===== config.mk =====
export PLATFORM = sky130hd
export DESIGN_NAME = weekly_event_scheduler_table_top
export DESIGN_NICKNAME = d
export VERILOG_FILES = /design/src/wes_pkg.sv /design/src/wes_ram.sv /design/src/wes_dp.sv /design/src/wes_ctrl.sv /design/src/weekly_event_scheduler_table_top.sv
export SDC_FILE = /design/constraint.sdc
export NUM_CORES = 2
export LEC_CHECK = 0
export ABC_AREA = 1
export BUFFER_PORTS_ARGS = -buffer_cell sky130_fd_sc_hd__buf_4
export CAP_MARGIN = 20
export CORE_ASPECT_RATIO = 1.5
export CORE_MARGIN = 3
export CORE_UTILIZATION = 42
export DETAILED_ROUTE_END_ITERATION = 10
export MAX_ROUTING_LAYER = met4
export PLACE_DENSITY = 0.57
export RECOVER_POWER = 100
export SLEW_MARGIN = 25
export SYNTH_ARGS = -nofsm -noshare
export SYNTH_HDL_FRONTEND = slang
export SYNTH_SLANG_ARGS = --single-unit

===== constraint.sdc =====
create_clock -name clk -period 4.3 [get_ports clk]
set_input_delay 1.075 -clock clk [delete_from_list [all_inputs] [get_ports clk]]
set_output_delay 1.075 -clock clk [all_outputs]
set_load 0.02 [all_outputs]

===== src/wes_pkg.sv =====
// Shared types, constants and helpers for the weekly event scheduler table.
package wes_pkg;

  localparam int LIGHT_W     = 8;
  localparam int LB_W        = LIGHT_W + 1;
  localparam int MIN_W       = 11;
  localparam int DAY_W       = 4;
  localparam int TODAY_W     = 3;
  localparam int OUT_LIGHT_W = 5;

  typedef enum logic [1:0] {
    OP_SCHED_ON  = 2'd0,
    OP_SCHED_OFF = 2'd1,
    OP_REMOVE    = 2'd2,
    OP_TICK      = 2'd3
  } opcode_t;

  typedef enum logic [1:0] {
    ST_OK     = 2'd0,
    ST_BAD_ID = 2'd1,
    ST_FULL   = 2'd2
  } status_t;

  localparam logic [DAY_W-1:0] DAY_EVERY    = 4'd7;
  localparam logic [DAY_W-1:0] DAY_WEEKDAYS = 4'd8;
  localparam logic [DAY_W-1:0] DAY_WEEKEND  = 4'd9;

  localparam logic [TODAY_W-1:0] DOW_SUNDAY   = 3'd0;
  localparam logic [TODAY_W-1:0] DOW_MONDAY   = 3'd1;
  localparam logic [TODAY_W-1:0] DOW_FRIDAY   = 3'd5;
  localparam logic [TODAY_W-1:0] DOW_SATURDAY = 3'd6;

  typedef struct packed {
    opcode_t             opcode;
    logic [LIGHT_W-1:0]  light_id;
    logic [DAY_W-1:0]    day_code;
    logic [MIN_W-1:0]    minute_of_day;
    logic [TODAY_W-1:0]  today;
  } in_item_t;

  typedef struct packed {
    status_t                status;
    logic                   fired;
    logic [OUT_LIGHT_W-1:0] out_light;
    logic                   turn_on;
    logic                   last;
  } out_item_t;

  typedef struct packed {
    logic [LIGHT_W-1:0] light;
    logic [MIN_W-1:0]   minute;
    logic               on;
    logic [DAY_W-1:0]   day;
  } entry_t;

  typedef enum logic [1:0] {
    S_IDLE,
    S_READ,
    S_CHECK,
    S_FLUSH
  } state_t;

  typedef struct packed {
    logic    load;
    logic    rd;
    logic    step;
    logic    write_entry;
    logic    clear_entry;
    logic    set_status;
    status_t new_status;
    logic    take_hit;
    logic    push;
    logic    flush;
  } ctrl_cmd_t;

  typedef struct packed {
    opcode_t op;
    logic    hit;
    logic    at_end;
    logic    light_bad;
    logic    out_free;
    logic    pend_fired;
  } dp_stat_t;

  // Day codes 10..15 never match; a today of 7 matches only every-day.
  function automatic logic day_match(input logic [DAY_W-1:0] code,
                                     input logic [TODAY_W-1:0] today);
    logic m;
    m = 1'b0;
    if (code == DAY_EVERY) begin
      m = 1'b1;
    end else if (code < DAY_EVERY) begin
      m = (code[TODAY_W-1:0] == today);
    end else if (code == DAY_WEEKEND) begin
      m = (today == DOW_SUNDAY) || (today == DOW_SATURDAY);
    end else if (code == DAY_WEEKDAYS) begin
      m = (today >= DOW_MONDAY) && (today <= DOW_FRIDAY);
    end
    return m;
  endfunction

endpackage


===== src/wes_ram.sv =====
// Generic single-write, single-read RAM with registered read data.
module wes_ram #(
  parameter int WIDTH = 24,
  parameter int DEPTH = 64
) (
  input  logic                                    clk,
  input  logic                                    we,
  input  logic [((DEPTH > 1) ? $clog2(DEPTH) : 1)-1:0] waddr,
  input  logic [WIDTH-1:0]                        wdata,
  input  logic                                    re,
  input  logic [((DEPTH > 1) ? $clog2(DEPTH) : 1)-1:0] raddr,
  output logic [WIDTH-1:0]                        rdata
);

  logic [WIDTH-1:0] mem [DEPTH];

  always_ff @(posedge clk) begin
    if (we) begin
      mem[waddr] <= wdata;
    end
    if (re) begin
      rdata <= mem[raddr];
    end
  end

endmodule


===== src/wes_dp.sv =====
// Datapath: item register, scan index, valid bits, event RAM, result registers.
module wes_dp import wes_pkg::*; #(
  parameter int EVENTS = 64,
  parameter int LIGHTS = 32
) (
  input  logic      clk,
  input  logic      rst,
  input  in_item_t  in_data,
  input  ctrl_cmd_t cmd,
  output dp_stat_t  stat,
  output logic      out_valid,
  input  logic      out_ready,
  output out_item_t out_data
);

  localparam int IDX_W = (EVENTS > 1) ? $clog2(EVENTS) : 1;

  in_item_t           item;
  logic [IDX_W-1:0]   idx;
  logic [EVENTS-1:0]  valid;
  out_item_t          pend;
  entry_t             cur;
  entry_t             wentry;
  logic [$bits(entry_t)-1:0] rdata;
  logic               v_here;
  logic               rm_hit;
  logic               tick_hit;
  logic               out_free;

  assign wentry.light  = item.light_id;
  assign wentry.minute = item.minute_of_day;
  assign wentry.on     = (item.opcode == OP_SCHED_ON);
  assign wentry.day    = item.day_code;

  wes_ram #(
    .WIDTH ($bits(entry_t)),
    .DEPTH (EVENTS)
  ) u_ram (
    .clk   (clk),
    .we    (cmd.write_entry),
    .waddr (idx),
    .wdata (wentry),
    .re    (cmd.rd),
    .raddr (idx),
    .rdata (rdata)
  );

  assign cur    = entry_t'(rdata);
  assign v_here = valid[idx];

  assign rm_hit = v_here && (cur.light == item.light_id) &&
                  (cur.minute == item.minute_of_day) && (cur.day == item.day_code);
  assign tick_hit = v_here && day_match(cur.day, item.today) &&
                    (cur.minute == item.minute_of_day);

  assign out_free = !out_valid || out_ready;

  always_comb begin
    stat.op         = item.opcode;
    stat.at_end     = (idx == IDX_W'(EVENTS - 1));
    stat.light_bad  = ({1'b0, item.light_id} >= LB_W'(LIGHTS));
    stat.out_free   = out_free;
    stat.pend_fired = pend.fired;
    case (item.opcode)
      OP_SCHED_ON, OP_SCHED_OFF: stat.hit = !v_here;
      OP_REMOVE:                 stat.hit = rm_hit;
      OP_TICK:                   stat.hit = tick_hit;
      default:                   stat.hit = 1'b0;
    endcase
  end

  always_ff @(posedge clk) begin
    if (cmd.load) begin
      item <= in_data;
    end
  end

  always_ff @(posedge clk) begin
    if (cmd.load) begin
      idx <= '0;
    end else if (cmd.step) begin
      idx <= idx + IDX_W'(1);
    end
  end

  always_ff @(posedge clk) begin
    if (rst) begin
      valid <= '0;
    end else if (cmd.write_entry) begin
      valid[idx] <= 1'b1;
    end else if (cmd.clear_entry) begin
      valid[idx] <= 1'b0;
    end
  end

  // pend.fired doubles as "a tick result is held"
  always_ff @(posedge clk) begin
    if (cmd.load) begin
      pend <= '{status: ST_OK, fired: 1'b0, out_light: '0, turn_on: 1'b0, last: 1'b0};
    end else if (cmd.take_hit) begin
      pend <= '{status: ST_OK, fired: 1'b1, out_light: cur.light[OUT_LIGHT_W-1:0],
                turn_on: cur.on, last: 1'b0};
    end else if (cmd.set_status) begin
      pend.status <= cmd.new_status;
    end
  end

  always_ff @(posedge clk) begin
    if (rst) begin
      out_valid <= 1'b0;
    end else if (cmd.push || cmd.flush) begin
      out_valid <= 1'b1;
    end else if (out_ready) begin
      out_valid <= 1'b0;
    end
  end

  always_ff @(posedge clk) begin
    if (cmd.push || cmd.flush) begin
      out_data <= '{status: pend.status, fired: pend.fired, out_light: pend.out_light,
                    turn_on: pend.turn_on, last: cmd.flush};
    end
  end

  a_push_room: assert property (@(posedge clk) disable iff (rst)
    (cmd.push || cmd.flush) |-> out_free)
    else $error("result loaded while output register busy");

  a_write_free: assert property (@(posedge clk) disable iff (rst)
    cmd.write_entry |-> !valid[idx])
    else $error("schedule overwrote a live entry");

  a_clear_live: assert property (@(posedge clk) disable iff (rst)
    cmd.clear_entry |=> !$past(valid[idx]) == 1'b0)
    else $error("remove cleared a free entry");

endmodule


===== src/wes_ctrl.sv =====
// Controller: sequences the table scan for schedule, remove and tick items.
module wes_ctrl import wes_pkg::*; (
  input  logic      clk,
  input  logic      rst,
  input  logic      in_valid,
  output logic      in_ready,
  input  dp_stat_t  stat,
  output ctrl_cmd_t cmd
);

  state_t state, state_next;

  always_ff @(posedge clk) begin
    if (rst) begin
      state <= S_IDLE;
    end else begin
      state <= state_next;
    end
  end

  always_comb begin
    state_next = state;
    cmd        = '0;
    in_ready   = 1'b0;
    case (state)
      S_IDLE: begin
        in_ready = !rst;
        if (in_valid && !rst) begin
          cmd.load   = 1'b1;
          state_next = S_READ;
        end
      end
      S_READ: begin
        cmd.rd     = 1'b1;
        state_next = S_CHECK;
      end
      S_CHECK: begin
        case (stat.op)
          OP_SCHED_ON, OP_SCHED_OFF: begin
            if (stat.light_bad) begin
              cmd.set_status = 1'b1;
              cmd.new_status = ST_BAD_ID;
              state_next     = S_FLUSH;
            end else if (stat.hit) begin
              cmd.write_entry = 1'b1;
              state_next      = S_FLUSH;
            end else if (stat.at_end) begin
              cmd.set_status = 1'b1;
              cmd.new_status = ST_FULL;
              state_next     = S_FLUSH;
            end else begin
              cmd.step   = 1'b1;
              state_next = S_READ;
            end
          end
          OP_REMOVE: begin
            if (stat.hit) begin
              cmd.clear_entry = 1'b1;
              state_next      = S_FLUSH;
            end else if (stat.at_end) begin
              state_next = S_FLUSH;
            end else begin
              cmd.step   = 1'b1;
              state_next = S_READ;
            end
          end
          OP_TICK: begin
            // a new hit pushes out the held one; hold here if that push finds the output busy
            if (!(stat.hit && stat.pend_fired && !stat.out_free)) begin
              cmd.push     = stat.hit && stat.pend_fired;
              cmd.take_hit = stat.hit;
              if (stat.at_end) begin
                state_next = S_FLUSH;
              end else begin
                cmd.step   = 1'b1;
                state_next = S_READ;
              end
            end
          end
          default: state_next = S_IDLE;
        endcase
      end
      S_FLUSH: begin
        if (stat.out_free) begin
          cmd.flush  = 1'b1;
          state_next = S_IDLE;
        end
      end
      default: state_next = S_IDLE;
    endcase
  end

endmodule


===== src/weekly_event_scheduler_table_top.sv =====
// Top level of the weekly event scheduler table.
//
//   channel | signals                        | payload
//   input   | in_valid / in_ready / in_data   | in_item_t
//   output  | out_valid / out_ready / out_data| out_item_t
//
// Every item scans the table one entry at a time: a RAM read state, then a check.
// A tick scans every entry, then flushes: its final result, marked last, is
// loaded from the flush state, and the next item is accepted back in idle.
// Schedule and remove stop at the hit. in_ready is high only between items.
// A result waits in the output register; the scan holds when another is due.
// Reset clears all entry valid bits at once; the event RAM is not cleared.
module weekly_event_scheduler_table_top import wes_pkg::*; #(
  parameter int EVENTS = 64,
  parameter int LIGHTS = 32
) (
  input  logic      clk,
  input  logic      rst,
  input  logic      in_valid,
  output logic      in_ready,
  input  in_item_t  in_data,
  output logic      out_valid,
  input  logic      out_ready,
  output out_item_t out_data
);

  ctrl_cmd_t cmd;
  dp_stat_t  stat;

  wes_ctrl u_ctrl (
    .clk      (clk),
    .rst      (rst),
    .in_valid (in_valid),
    .in_ready (in_ready),
    .stat     (stat),
    .cmd      (cmd)
  );

  wes_dp #(
    .EVENTS (EVENTS),
    .LIGHTS (LIGHTS)
  ) u_dp (
    .clk       (clk),
    .rst       (rst),
    .in_data   (in_data),
    .cmd       (cmd),
    .stat      (stat),
    .out_valid (out_valid),
    .out_ready (out_ready),
    .out_data  (out_data)
  );

endmodule

== After elaboration in Yosys (flattened, before gate mapping) ==
Memory sizes are Yosys's and may differ from the RTL's. A register that Yosys moved wholly into a read port is not among the register bits.
Index checks and enable logic that the tools add are counted.
Word-level totals
  RAM bits: 1536
  output and inout bits: 12
  register bits: 120
  word-level logic and storage cells: 116
  memories kept: 1
  input bits: 32
Memory list
  u_dp.u_ram.mem: depth 64, bits a word 24, rd ports 1, clocked after Yosys merged registers in 1, wr ports 1, line wes_ram.sv:15  | logic [WIDTH-1:0] mem [DEPTH];
Cells by class
  reductions and logical operators: 25
  add/subtract/negate cells: 1
  bitwise operators: 3
  multiplexer cells: 44
  eq/ne operators: 18
  order comparisons: 6
Operators by type and width (number)
  64-bit 2-to-1 mux: 2
  64-bit bitwise AND: 1
  64-bit NOT: 1
  64-bit bitwise OR: 1
  1-bit 2-to-1 mux: 22
  2-bit 2-to-1 mux: 9
  3-bit 2-to-1 mux: 4
  11-bit == test: 1
  1-bit logical AND: 10
  2-bit == test, second input constant: 4
  4-bit == test, second input constant: 2
  8-bit == test: 1
  8-bit by 6-bit greater-or-equal comparator with 1-bit output, second input constant: 1
  8-bit 2-to-1 mux: 1
  2-bit one-hot mux with 4 select lines: 1
  6-bit by 7-bit < comparator with 1-bit output, second input constant: 1
  6-bit by 1-bit adder with 6-bit output, second input constant: 1
  1-bit binary-select mux with 6-bit select: 1
  1-bit demux with 6-bit select: 1
  6-bit == test, second input constant: 1
  6-bit by 1-bit greater-or-equal comparator with 1-bit output, second input constant: 1
  1-bit one-hot mux with 3 select lines: 2
  2-bit one-hot mux with 3 select lines: 1
  2-bit by 1-bit == test with 1-bit output, second input constant: 2
  other kinds (16): 25

== Depth between registers and ports, before layout ==
  depth after elaboration: 16
  mapped depth: 20

== By module ==
A second synthesis with hierarchy kept.
Unflattened totals
  cells, all modules: 6030
  area, all modules: 68876.1 µm²
Modules (own cells, without submodules)
  wes_ram: cells each 5230, area each 62995.4 µm², instances 1, seq. area each 46844.9 µm²
  wes_dp: cells each 751, area each 5611.6 µm², instances 1, seq. area each 2742.6 µm²
  wes_ctrl: cells each 49, area each 269.0 µm², instances 1, seq. area each 40.0 µm²

== Worst setup path after synthesis ==
No wires, ideal clock.
  path kind: reg2reg
  start point: reg u_dp.item[24] (netlist name)
  end point: mem u_dp.u_ram.mem[23][0] (enable)
  setup time: 435 ps
  data required time: 3865 ps
  setup slack: -390 ps
  clock period less this slack: 4690 ps
  path buffers: 3
  arrival: 4255 ps
  cell stages (with the launch flop): 14
  cell sequence: edfxtp_1 nand2_1 nand2_1 o21ai_0 nor3_1 nand3_1 a21oi_1 nand3_4 nor2_4 inv_2 buf_6 buf_6 buf_2 nor3_1
On the way
  word-level cells in the longest chain between the ends: 11
  elaborated cells between the ends (all ways): 12
RTL lines
  start, declared: line wes_dp.sv:18  | in_item_t item;
  start signal, assigned: line wes_dp.sv:74  | item <= in_data;
  8-bit == test: line wes_dp.sv:51  | assign rm_hit = v_here && (cur.light == item.light_id) &&
  1-bit logical AND (2 in a row): line wes_dp.sv:51
  1-bit logical AND: line wes_dp.sv:52  | (cur.minute == item.minute_of_day) && (cur.day == item.day_code);
  1-bit one-hot mux with 3 select lines: line wes_dp.sv:64  | case (item.opcode)
  1-bit 2-to-1 mux: line wes_ctrl.sv:44  | end else if (stat.hit) begin
  2-bit 2-to-1 mux (*): line wes_ctrl.sv:40  | if (stat.light_bad) begin
  1-bit 2-to-1 mux (*): line wes_ctrl.sv:38  | case (stat.op)
  8-bit 2-to-1 mux (*): line wes_ctrl.sv:25  | case (state)
  1-bit 2-to-1 mux (*): line wes_ram.sv:18  | if (we) begin
  1-bit 2-to-1 mux (implied by the code) (*): line wes_ram.sv:19  | mem[waddr] <= wdata;
  end, declared: line wes_ram.sv:15
Every way passes the cells marked *; elsewhere a longest branch is shown, timed or not.

== Worst setup path in the final report ==
  start point: reg u_dp.item[8] (netlist name)
  end point: mem u_dp.u_ram.mem[63][22] (enable)
On the way
  word-level cells in the longest chain between the ends: 10
  elaborated cells between the ends (all ways): 11
RTL lines (line)
  11-bit == test (*): wes_dp.sv:52, wes_dp.sv:54
  1-bit logical AND: wes_dp.sv:51
  1-bit logical AND: wes_dp.sv:52
  1-bit one-hot mux with 3 select lines (*): wes_dp.sv:64
  1-bit 2-to-1 mux (*): wes_ctrl.sv:44
  2-bit 2-to-1 mux (*): wes_ctrl.sv:40
  1-bit 2-to-1 mux (*): wes_ctrl.sv:38
  8-bit 2-to-1 mux (*): wes_ctrl.sv:25
  1-bit 2-to-1 mux (*): wes_ram.sv:18
  1-bit 2-to-1 mux (implied by the code) (*): wes_ram.sv:19
Marks and branches as above.

==> results_dict.tcl <==
set metrics [dict create \
    clkTransAtPathRegs_ns 0.06 \
    worst_path_most_repeated_cell "nand2_1" \
    cts_inserted_buffers 151 \
    r2r_end "u_dp.u_ram.mem[63][22]" \
    row_count 173 \
    synth_fp_nets 4183 \
    cts_tree "built" \
    required_ns 4.70 \
    yosysWarnings 0 \
    yosysSeqAreaShare 0.7880 \
    nets 4362 \
    synth_seq_cells 1680 \
    max_freq_ghz 0.2430 \
    die_y_microns 480.3 \
    coreArea_sq_mm 0.1485 \
    final.setup.worst_slack_ns 0.1852 \
    dp_slack_ns 0.2879 \
    grt_antenna_before_repair 13 \
    overflow 0 \
    r2r_setup_slack_ns 0.19 \
    hold_slack_ns 0.4401 \
    synth_edf_count 1598 \
    tightest_slew_ns 3.901 \
    drt-initial-drc-count 4856 \
    status "finished, violations left" \
    n_fill_cell 12690 \
    synthToLayoutAreaGrowth_pct 13.02 \
    wirelength_microns 201800 \
    grt_max_degree 78 \
    synth_ff_type "edfxtp_1" \
    cp_cell_sequence "nand2_1 > inv_1 > o21ai_0 > nor4_1 > clkbuf_1 > nand2_1 > nand2_1 > nand3_4 > nor2_4 > clkinv_2 > buf_12 > nor2_1 > clkbuf_2" \
    power_mw 40.87 \
    violations "max-capacitance violations, max-slew violations" \
    ios 44 \
    relSlewSlack -1.601 \
    path_class "reg -> reg" \
    drtPass1Iterations 6 \
    p_leak_nw 22.66 \
    startpoint "u_dp.item[8]" \
    p_sw_frac 0.3125 \
    finClkSkew_ns 0.02814 \
    peakVddDrop_uv 457.2 \
    routedLengthMet1_microns 73500 \
    drive_above_1_share 0.1097 \
    wl_met3_microns 15410 \
    period_share 0.9569 \
    reg2reg_from "u_dp.item[8]" \
    crit_slowest_cell "clkbuf_2" \
    p_sw_mw 12.77 \
    cts_hold_buf 0 \
    end_kind "flip-flop" \
    post_cts_buffers 0 \
    cts_root_buffer "clkbuf_16" \
    die_x_microns 322.2 \
    grt_usage 0.2651 \
    wl_per_cell_microns 31.64 \
    vias 38230 \
    endpoint "u_dp.u_ram.mem[63][22]" \
    finalSetupViolations 0 \
    avgSynthCellArea_sq_um 15.17 \
    ctsResizeCount 0 \
    routed.top_layer "met4" \
    rsz0062_at_grt "false" \
    dpl.hpwl_microns 124300 \
    seq_power_share 0.449 \
    drv_cap 24 \
    clock_power_share 0.328 \
    syn_inst 4150 \
    final-hold-violation-count 0 \
    drc 0 \
    syn-cell-area_sq_mm 0.06298 \
    pwr_density_cell_mw_per_mm2 574.2 \
    gp_congestion 0.9311 \
    vias_per_cell 5.994 \
    grt_pass1_wl_microns 281100 \
    h-tree-depth 4 \
    postRouteAntennaNets 0 \
    period_needed_ns 4.115 \
    start_kind "flip-flop" \
    ys_async_sr_fraction 0 \
    start_util 0.4241 \
    grt_pass1_vias 36500 \
    holdCritPathClass "reg -> reg" \
    crit_path_max_incr_delay_ns 0.76 \
    yosysUniqueCellTypes 47 \
    intPower_mw 28.10 \
    rr_worst_depth 13 \
    port_buffers 43 \
    clock_sinks 1680 \
    cp_max_fo 47 \
    report.final.slew_viol_count 1314 \
    pwr-share-comb 0.224 \
    clock_latency_ns 0.79 \
    wl_met2_microns 99560 \
    die_area_sq_mm 0.1547 \
    cp.arrival_ns 4.51 \
    cts_buffer_depth 3 \
]
[layout make-up]
class / count / area, sq um / share of cell area
Tap cell: 1925 / 2409 / 0.03384
Clock inverter: 91 / 888.4 / 0.01248
Antenna cell: 6 / 15.01 / 0.0002110
Inverter: 166 / 634.4 / 0.008913
Clock buffer: 180 / 3929 / 0.05520
Timing Repair Buffer: 263 / 1852 / 0.02602
Sequential cell: 1680 / 49630 / 0.6973
Multi-Input combinational cell: 2067 / 11820 / 0.1661
[power groups by stage]
stage               clock (mW)  sequential (mW)  combinational (mW)
CTS                       13.5             18.3                9.30
floorplan                    0             18.7                4.34
global route              14.1             18.3                9.49
detailed placement           0             18.7                9.27
global placement             0             18.7                9.25
finish                    13.4             18.3                9.14
[placed cells by master (no fill, tap or decap), types with 76 or more instances in the layout]
cell       instances
buf_4             84
clkbuf_1          76
dfxtp_1           81
a22o_1           171
nand2_1          820
nand4_1          220
edfxtp_1        1598
a22oi_1          201
a21oi_1           88
nand3_1          120
inv_1            149
a221oi_1         186
clkbuf_16        152
[flip-flops by register name, summed over array words and instances (netlist names), named ones only]
register,cells
u_dp.item,26
u_dp.pend,8
u_dp.u_ram.rdata,24
u_dp.out_data,10
u_dp.idx,6
u_dp.stat,3
u_ctrl.state,2
u_dp.out_valid,1
u_dp.u_ram.mem,1536
[worst min path at each step]
stage                 start                to  slack [ns]  depth (start not counted)
6_report       u_dp.pend[6]  u_dp.out_data[6]        0.44                          0
3_3_place_gp   u_dp.pend[3]  u_dp.out_data[3]        0.42                          0
4_1_cts         in_data[16]     u_dp.item[16]        0.42                          1
5_1_grt        u_dp.pend[6]  u_dp.out_data[6]        0.46                          0
2_1_floorplan  u_dp.pend[1]  u_dp.out_data[1]        0.40                          0
3_5_place_dp   u_dp.pend[6]  u_dp.out_data[6]        0.43                          0
[cell usage after synthesis (4+ instances only)]
master    count  area (sq um)
nor3_2       14         140.1
clkbuf_1    133         499.2
inv_2        13         48.80
o21ai_1       6         30.03
nor3_1       30         150.1
a21oi_1      88         440.4
xnor2_1      13         113.9
buf_2        60         300.3
nand3_1     119         595.6
a221oi_1    186          1629
a22o_1      171          1498
or2_1        15         93.84
buf_6         4         45.04
inv_1       149         559.3
xor2_1       10         87.58
a22oi_1     201          1509
nor2_4       10         112.6
nand4_1     220          1376
a21boi_0      7         52.55
nand2_1     820          3078
edfxtp_1   1598         47990
nor2_1       77         289.0
o21ai_0      47         235.2
buf_1        34         127.6
buf_4         6         45.04
dfxtp_1      82          1642
[kinds of logic after synthesis]
logic type	count (synthesis)	synth area share
flip-flops	1680	0.7880
AND/OR/NAND/NOR	1324	0.09517
AO/OA/AOI/OAI	719	0.08730
buffers and inverters	403	0.02609
XOR/XNOR	23	0.003199
adder cells (fa/ha/maj)	1	0.0001986
[worst max-delay path, delay by kind of cell (launching register included)]
kind,cells,cell delay [ns]
AOI/OAI and AO/OA,1,0.28
buffers and inverters,5,1.34
DFF,1,0.63
and+or+nand+nor,7,1.42
[metal layers]
layer | global-route usage | up-vias
li1 | - | 16320
met2 | 0.4292 | 1848
met4 | 0.1451 | 0
met5 | - | -
met3 | 0.04079 | 400
met1 | 0.3203 | 19660
[stage by stage]
| stage | utilization | std cells | area [sq um] | TNS [ns] |
|---|---|---|---|---|
| after floorplan | - | 4150 | 62980 | -142.61 |
| after detailed placement | 0.4509 | 6101 | 66950 | 0 |
| after CTS | 0.4833 | 6372 | 71770 | 0 |
| after global placement | 0.4509 | 6101 | 66950 | 0 |
| after global routing | 0.4793 | 6376 | 71170 | 0 |
| final | 0.4793 | 6378 | 71170 | 0 |
No activity file was read; power rests on OpenSTA's default activity.
